$ cat src/rtl/evh_pkg.sv
// constants, register codes and helpers for the energy voice activity detector
`timescale 1ns / 1ps

package evh_pkg;

    localparam int SAMPLE_BITS   = 16;
    localparam int SQ_W          = 2 * SAMPLE_BITS - 1;
    localparam int THR_W         = 31;
    localparam int HANG_W        = 16;
    localparam int CNT32_W       = 32;
    localparam int CFG_IDX_W     = 1;
    localparam int CFG_DATA_W    = 31;
    localparam int OUT_DATA_W    = 104;
    localparam int MAX_FRAME_LEN = 4096;

    localparam logic [CFG_IDX_W-1:0] REG_THRESHOLD = 1'd0;
    localparam logic [CFG_IDX_W-1:0] REG_HANG      = 1'd1;

    localparam logic [THR_W-1:0]  THR_RESET  = 31'd107374;
    localparam logic [HANG_W-1:0] HANG_RESET = 16'd30;

    function automatic logic [CNT32_W-1:0] sat_inc(input logic [CNT32_W-1:0] v);
        sat_inc = (v == {CNT32_W{1'b1}}) ? v : v + 1'b1;
    endfunction

endpackage

$ cat src/rtl/energy_vad_hangover.sv
// energy voice activity detector with hangover, one sample per clock unless the output stalls
//
// input stream: one signed sample per transaction, tlast on the last sample
// of a frame. output stream: one result per frame, carrying the speech flag
// and the saturating frame counters (total, speech, silence).
// config port: write enable, register index (0 threshold, 1 hang frames)
// and data; write only while no frame is in flight.
// the datapath is a four stage pipe: input register, square, running
// energy-minus-threshold accumulation with the frame compare, and the hang
// counter plus result register. one sample is taken every cycle unless the output stalls.
// the frame-end sample passes stages a, b and c before stage d registers the result.
// the single multiply-accumulate takes one sample per cycle while the pipe is not stalled.
// reset clears the accumulator, the counters and the pipe, sets the hang
// counter to not active and the registers to their defaults.
// a stall on the output holds the pipe only when a finished frame result
// would have to enter a still occupied output register; ordinary samples
// keep flowing while an earlier result waits.
`timescale 1ns / 1ps

module energy_vad_hangover
    import evh_pkg::*;
#(
    parameter int MaxFrameLen = MAX_FRAME_LEN
) (
    input  logic                  i_clk,
    input  logic                  i_rst_n,
    input  logic                  i_cfg_we,
    input  logic [CFG_IDX_W-1:0]  i_cfg_idx,
    input  logic [CFG_DATA_W-1:0] i_cfg_wdata,
    input  logic                  s_axis_tvalid,
    output logic                  s_axis_tready,
    input  logic [SAMPLE_BITS-1:0] s_axis_tdata,  // sample
    input  logic                  s_axis_tlast,   // frame_end
    output logic                  m_axis_tvalid,
    input  logic                  m_axis_tready,
    // is_speech, total_frames, active_frames, bypassed_frames, zero pad
    output logic [OUT_DATA_W-1:0] m_axis_tdata
);

    localparam int CNT_W = $clog2(MaxFrameLen + 1);
    localparam int ACC_W = $clog2(MaxFrameLen) + 32;
    localparam logic [CNT_W-1:0] CNT_MAX = CNT_W'(MaxFrameLen);

    logic [THR_W-1:0]  r_thr;
    logic [HANG_W-1:0] r_hang;

    logic              en;
    logic [CNT_W-1:0]  r_cnt;

    logic              r_a_vld, r_a_last, r_a_use;
    logic signed [SAMPLE_BITS-1:0] r_a_smp;

    logic              r_b_vld, r_b_last, r_b_use;
    logic [SQ_W-1:0]   r_b_sq;

    logic signed [ACC_W-1:0] r_diff, n_sum;
    logic              n_active;
    logic              r_c_judge, r_c_active;

    logic [HANG_W-1:0] r_since, n_since;
    logic              n_speech;
    logic              r_speech;
    logic [CNT32_W-1:0] r_total, r_act_cnt, r_byp_cnt;

    logic signed [2*SAMPLE_BITS-1:0] sq_full;

    assign en            = !r_c_judge || !m_axis_tvalid || m_axis_tready;
    assign s_axis_tready = en;

    // configuration writes
    always_ff @(posedge i_clk) begin
        if (!i_rst_n) begin
            r_thr  <= THR_RESET;
            r_hang <= HANG_RESET;
        end else if (i_cfg_we) begin
            unique case (i_cfg_idx)
                REG_THRESHOLD: r_thr  <= i_cfg_wdata[THR_W-1:0];
                REG_HANG:      r_hang <= i_cfg_wdata[HANG_W-1:0];
                default:       ;
            endcase
        end
    end

    // stage a: input register and frame length count
    always_ff @(posedge i_clk) begin
        if (!i_rst_n) begin
            r_a_vld <= 1'b0;
            r_cnt   <= '0;
        end else if (en) begin
            r_a_vld <= s_axis_tvalid;
            if (s_axis_tvalid) begin
                if (s_axis_tlast) begin
                    r_cnt <= '0;
                end else if (r_cnt < CNT_MAX) begin
                    r_cnt <= r_cnt + 1'b1;
                end
            end
        end
    end

    always_ff @(posedge i_clk) begin
        if (en) begin
            r_a_smp  <= s_axis_tdata;
            r_a_last <= s_axis_tlast;
            r_a_use  <= (r_cnt < CNT_MAX);
        end
    end

    // stage b: square
    assign sq_full = r_a_smp * r_a_smp;

    always_ff @(posedge i_clk) begin
        if (!i_rst_n) begin
            r_b_vld <= 1'b0;
        end else if (en) begin
            r_b_vld <= r_a_vld;
        end
    end

    always_ff @(posedge i_clk) begin
        if (en) begin
            r_b_sq   <= sq_full[SQ_W-1:0];
            r_b_last <= r_a_last;
            r_b_use  <= r_a_use;
        end
    end

    // stage c: energy minus threshold per sample, frame compare
    always_comb begin
        n_sum = r_diff;
        if (r_b_use) begin
            n_sum = r_diff + $signed(ACC_W'(r_b_sq)) - $signed(ACC_W'(r_thr));
        end
        n_active = !n_sum[ACC_W-1] && (n_sum != '0);
    end

    always_ff @(posedge i_clk) begin
        if (!i_rst_n) begin
            r_diff    <= '0;
            r_c_judge <= 1'b0;
        end else if (en) begin
            r_c_judge <= r_b_vld && r_b_last;
            if (r_b_vld) begin
                r_diff <= r_b_last ? '0 : n_sum;
            end
        end
    end

    always_ff @(posedge i_clk) begin
        if (en) begin
            r_c_active <= n_active;
        end
    end

    // stage d: hang counter, frame counters, output register
    always_comb begin
        n_since  = r_since;
        n_speech = 1'b1;
        if (r_c_active) begin
            n_since = '0;
        end else begin
            if (r_since != {HANG_W{1'b1}}) begin
                n_since = r_since + 1'b1;
            end
            n_speech = (n_since < r_hang);
        end
    end

    always_ff @(posedge i_clk) begin
        if (!i_rst_n) begin
            r_since       <= {HANG_W{1'b1}};
            r_speech      <= 1'b0;
            r_total       <= '0;
            r_act_cnt     <= '0;
            r_byp_cnt     <= '0;
            m_axis_tvalid <= 1'b0;
        end else if (en && r_c_judge) begin
            r_since       <= n_since;
            r_speech      <= n_speech;
            r_total       <= sat_inc(r_total);
            if (n_speech) begin
                r_act_cnt <= sat_inc(r_act_cnt);
            end else begin
                r_byp_cnt <= sat_inc(r_byp_cnt);
            end
            m_axis_tvalid <= 1'b1;
        end else if (m_axis_tready) begin
            m_axis_tvalid <= 1'b0;
        end
    end

    assign m_axis_tdata = {
        (OUT_DATA_W - 1 - 3 * CNT32_W)'(0),
        r_byp_cnt, r_act_cnt, r_total, r_speech
    };

    // checks
    a_cnt_range: assert property (@(posedge i_clk) disable iff (!i_rst_n)
        r_cnt <= CNT_MAX)
        else $error("frame sample count above limit");

    a_active_clears_hang: assert property (@(posedge i_clk) disable iff (!i_rst_n)
        (en && r_c_judge && r_c_active) |=> (r_since == '0) && r_speech)
        else $error("active frame did not clear hang counter");

    a_one_class: assert property (@(posedge i_clk) disable iff (!i_rst_n)
        (en && r_c_judge && (r_act_cnt != {CNT32_W{1'b1}})
            && (r_byp_cnt != {CNT32_W{1'b1}}))
        |=> $countones({r_act_cnt != $past(r_act_cnt),
                        r_byp_cnt != $past(r_byp_cnt)}) == 1)
        else $error("frame counted as both or neither speech and silence");

    a_result_source: assert property (@(posedge i_clk) disable iff (!i_rst_n)
        $rose(m_axis_tvalid) |-> $past(r_c_judge))
        else $error("result without a judged frame");

    a_counters_hold: assert property (@(posedge i_clk) disable iff (!i_rst_n)
        !(en && r_c_judge) |=> $stable(r_total) && $stable(r_since))
        else $error("frame state changed without a judged frame");

endmodule
$ cat config.mk
export PLATFORM = sky130hd
export DESIGN_NAME = energy_vad_hangover
export DESIGN_NICKNAME = d
export VERILOG_FILES = /design/src/rtl/evh_pkg.sv /design/src/rtl/energy_vad_hangover.sv
export SDC_FILE = /design/constraint.sdc
export NUM_CORES = 1
export LEC_CHECK = 0
export BUFFER_PORTS_ARGS = -buffer_cell sky130_fd_sc_hd__buf_2
export CAP_MARGIN = 20
export CORE_MARGIN = 1.5
export CORE_UTILIZATION = 45
export CTS_CLUSTER_DIAMETER = 100
export DETAILED_ROUTE_END_ITERATION = 8
export GPL_TIMING_DRIVEN = 0
export PLACE_DENSITY_LB_ADDON = 0.3
export REMOVE_ABC_BUFFERS = 1
export SYNTH_ARGS = -nofsm -noshare
export SYNTH_HDL_FRONTEND = slang
export SYNTH_SLANG_ARGS = --single-unit
$ cat constraint.sdc
create_clock -name i_clk -period 8.9 [get_ports i_clk]
set_input_delay 1.78 -clock i_clk [delete_from_list [all_inputs] [get_ports i_clk]]
set_output_delay 1.78 -clock i_clk [all_outputs]
set_load 0.005 [all_outputs]
* Yosys cells after proc, flatten, opt, wreduce, memory -nomap -nowiden
Cells that the tools add are included.
W data, S select, Z words.
** Word-level totals
- Register bits :: 273
- Input bits :: 54
- Word-level logic and storage cells :: 67
** Cells by class
- $add $sub $neg :: 7
- $mul :: 1
- Magnitude comparators :: 2
- Equal/unequal tests :: 4
- Multiplexer cells :: 10
- Bitwise gates (word level) :: 5
- Reduce and logical (&&, ||, !) cells :: 18
** Operator list (count)
- $add A32 B1 Y32 const B :: 3
- $eq A32 B32 Y1 const B :: 3
- $mux W44 :: 2
- $mux W16 :: 3
- $add A44 B32 Y44 :: 1
- $reduce_bool A44 Y1 :: 1
- $sub A44 B32 Y44 :: 1
- $mul A16 B16 Y31 :: 1
- $mux W13 :: 2
- $add A16 B1 Y16 const B :: 1
- $lt A16 B16 Y1 :: 1
- $ne A16 B16 Y1 const B :: 1
- $add A13 B1 Y13 const B :: 1
- $lt A13 B13 Y1 const B :: 1
- $reduce_and A3 Y1 :: 3
- $reduce_and A2 Y1 :: 4
- $not A1 Y1 :: 5
- $reduce_bool A2 Y1 :: 2
- $logic_and A1 B1 Y1 :: 3
- $logic_not A1 Y1 :: 3
- $mux W1 :: 3
- $logic_or A1 B1 Y1 :: 2

* Depth between registers and ports, before layout
- Depth after elaboration :: 7
- Gate-level depth with buffers :: 26
- Mapped depth without buffers :: 25

* Least setup slack after synthesis
Ideal clock, no wire load.
- Path type :: reg-to-reg
- From :: reg r_a_smp[15]
- To :: reg r_b_sq[30], data pin
- Setup time :: 0.260 ns
- Arrival :: 6.475 ns
- Data required time :: 8.640 ns
- Slack :: 2.165 ns
- Stages on the path, launching flop included :: 24
- Buffers on the path :: 2
- Cells stage by stage :: edfxtp_1 > clkbuf_1 > clkinv_1 > buf_1 > nor2_1 > fa_1 > inv_1 > fa_1 > inv_1 > fa_1 > fa_1 > fa_1 > inv_1 > fa_1 > inv_1 > ha_1 > a21oi_1 > inv_1 > a21o_1 > a21oi_1 > o21ai_0 > a211o_1 > a221o_1 > xnor2_1
** Between the ends
- Cells in the longest elaborated chain, start to end :: 1
** RTL lines
- from (decl) :: line energy_vad_hangover.sv:51 : logic signed [SAMPLE_BITS-1:0] r_a_smp;
- from (signal assigned) :: line energy_vad_hangover.sv:103 : r_a_smp <= s_axis_tdata;
- $mul A16 B16 Y31 :: line energy_vad_hangover.sv:110 : assign sq_full = r_a_smp * r_a_smp;
- named net sq_full[30] :: line energy_vad_hangover.sv:65 : logic signed [2*SAMPLE_BITS-1:0] sq_full;
- to (signal assigned) :: line energy_vad_hangover.sv:122 : r_b_sq <= sq_full[SQ_W-1:0];
- to (decl) :: line energy_vad_hangover.sv:54 : logic [SQ_W-1:0] r_b_sq;
The timed path passes the listed nets, and every way through them passes these cells.
A chain may end at the register's enable or synchronous reset.

* Worst setup path in the final report
Same ends and word-level chain as after synthesis.

==> results.md <==
* Status: finished clean
* CP startpoint kind: flop
* Area Overhead vs Synth at 10.5%
* Post-Synth Adder-Cell Area at 0.295
* Setup crit end kind: flop
* Row count at 84
* Total leakage power at 0.0125 µW
* Cell taking the most area after synthesis: fa_1
* TritonCTS clock tree: done
* Avg Vias per Cell at around 5.3
* Yosys Warn Count at 0
* Dpl cell area at between 20000 and 30000 µm²
* Clk Latency, worst-skew pair at 600 ps
* Post-synthesis mux area share at 0.00796
* CP delay by family, top: adder cells
* #FFs+latches synth at 272
* Most common flop cell mapped by yosys: dfxtp_1
* Clock Pin Slew Worst Setup and Hold Paths at roughly 60 ps
* Peak VDD IR at 0.436 mV
* Req. time, crit path at 9230 ps
* GRT Residual Overflow at 0
* Clock Path Buffers at 3
* Worst path bufs/invs at 6
* Tot GR Track Use at 0.226
* XOR/XNOR Fraction of Synth Area at 0.0604
* Die Area at 54900 µm²
* Die X at 234 µm
* Core Box Area at 52700 µm²
* Unrepaired setup endpoints after global routing: no
* # nets final at between 3000 and 4000
* WL final at roughly 62000 µm
* Gp weighted congestion at 0.920
* Reg-to-reg critical path startpoint: r_a_smp[15]$_DFFE_PN_
* Largest family of logic cells by synthesized area: adder cells
* Fmax at 124 MHz
* Register area share after synthesis at 0.248
* TritonCTS Buffers at 31
* Final Max Slew Viols at 0
* Top cell type's share of synthesized area at 0.216
* Largest net degree at the start of global routing at 97
* P per Cell Area at 422 nW/µm²
* Initial Util at 0.457
* EDFF count, synth at 51
* Worst-path fanout max at 17
* Crit path DAT at around 8400 ps
* Clock period minus worst slack at 8080 ps
* Iter 0 DRT Violations at between 900 and 1000
* DP Worst Slack at roughly 880 ps
* Detailed-route DRC error count at 0
* Crit Path Class: flop to flop
* Io pins at 160
* HPWL Detailed at 49200 µm
* Slowest Stage Delay on Critical Path at 810 ps
* Count leader, synth: inv_1
* Dominant cells by area after synthesis: fa_1, dfxtp_1, inv_1, ha_1, edfxtp_1
* H-Tree Depth at 1
* Worst hold start: r_a_use$_DFFE_PN_
* Die span in y at 234 µm
* Layout cells sized above 1 at 0.0866
* Cell Count, Final, Fillers Out at 3613
* Number of global-route vias before repair at 19004
* Max-cap violations at 0
* Mapped Cells at 2803
* Ys async rst share at 0
* Fin crit share at 0.908
* Slowest CP cell: edfxtp_1
* Setup-violating endpoint count in the final report at 0
* Finished Cell Area at 26600 µm²
* Cts hold-fix bufs at 0
* First-pass GRT wire length at around 100000 µm
* Root Driver: clkbuf_16
* Reg2reg setup slack at 820 ps
* Area share of and/or/nand/nor cells after synthesis at 0.170
* Drt first pass iters at 5
* Resize count post-CTS at 0
* Critical path, cell by cell: clkinv_1 > nor2_1 > fa_1 > inv_1 > fa_1 > inv_1 > fa_1 > fa_1 > fa_1 > inv_1 > fa_1 > inv_1 > ha_1 > a21oi_1 > inv_1 > a21o_1 > a21oi_1 > o21ai_0 > a211o_1 > a221o_1 > xnor2_1
* Syn_area_per_cell at 8.58 µm²
* Worst slew pin tran at 1160 ps
* Clock sink total at approximately 270
* Initial antenna violation count at 5
* Most frequent cells after synthesis: inv_1, nand2_1, fa_1, nor2_1, dfxtp_1
* Post-Syn Area at 24100 µm²
* Worst slew margin at 0.226
* I/O Buffers at 152
* Placed insts at 3553
* Total Neg Setup Slack at 0 ps
* Compound-Gate Fraction of Synth Area at 0.118
* Via count at 19230
* DRT antenna net count at 0
* CP startpoint: r_a_smp[15]$_DFFE_PN_
* Post-CTS Setup Repair Bufs at 0
* Drt wl/cell at 17.2 µm
* Final hold vios at 0
* Worst min path class: flop to flop
* Most used cell along the critical path: fa_1
* Min setup slack post-route at 818 ps
* Netlist cell types at 88
* Worst Skew at 21.0 ps
## cell type report
cell class                      count  area [µm²]
Multi-Input combinational cell   1904       15700
Tap cell                          688         861
Antenna cell                        4        10.0
Timing Repair Buffer              164         997
Inverter                          525        1980
Clock inverter                     10        82.6
Clock buffer                       46         966
Fill cell                        5021       26100
Sequential cell                   272        5960
## path summary, 6_finish.rpt
kind	endpoint	cells past startpoint
worst min-delay path	r_b_use$_DFFE_PN_	0
worst max-delay path	r_b_sq[30]$_DFFE_PN_	21
worst max register to register	r_b_sq[30]$_DFFE_PN_	21
worst min register to register	r_b_use$_DFFE_PN_	0
## flip-flops by register name, summed over array words and instances (netlist names), 13 cells and up
signal	count
r_thr	31
r_hang	16
r_diff	44
r_act_cnt	32
r_byp_cnt	32
r_cnt	13
r_b_sq	30
r_total	32
r_a_smp	16
r_since	16
## cells by family after synthesis
kind of cell,after synthesis
AND/OR/NAND/NOR,874
buffers and inverters,633
AO/OA/AOI/OAI,427
adder cells (fa/ha/maj),411
flip-flops,272
XOR/XNOR,166
multiplexers,19
other,1
## per-layer routing
layer / track usage / vias up / wire, µm / part of all wire
met1: 0.303 / 9453 / 27800 / 0.45
li1: - / 9256 / - / -
met5: 0 / - / 12 / 0.00019
met4: 0.0551 / 2 / 1410 / 0.023
met3: 0.0229 / 93 / 2670 / 0.043
met2: 0.392 / 426 / 30300 / 0.49
## cell usage in the layout, fill, tap and decap left out, types with 33 or more instances in the layout
cell type    n
a21oi_1    136
edfxtp_1    51
inv_1      521
xor2_1      60
nor3_1      41
fa_1       260
a21o_1      34
buf_2      152
nand2_1    294
and2_1      48
xnor2_1    106
and3_1      39
nor2_1     231
o21ai_0     65
nand4_1     37
dfxtp_1    221
nand3_1     76
clkbuf_16   33
ha_1       151
## per-stage QoR
| step | hold slack [ps] | total power (µW) | utilization |
|---|---|---|---|
| finish | 419 | 11200 | 0.505 |
| global route | 439 | 12400 | 0.505 |
| CTS | 419 | 11300 | 0.505 |
| detailed placement | 405 | 9940 | 0.485 |
| global placement | 403 | 9750 | 0.480 |
| floorplan | 400 | 7890 | - |
## where the power goes
group	leakage, µW	switching [µW]	total (µW)	internal [µW]
clock network	0.000524	550	1300	754
registers	0.00233	101	1800	1700
logic	0.00967	4800	8120	3320
Note: power is estimated with default switching activity, not from simulation.
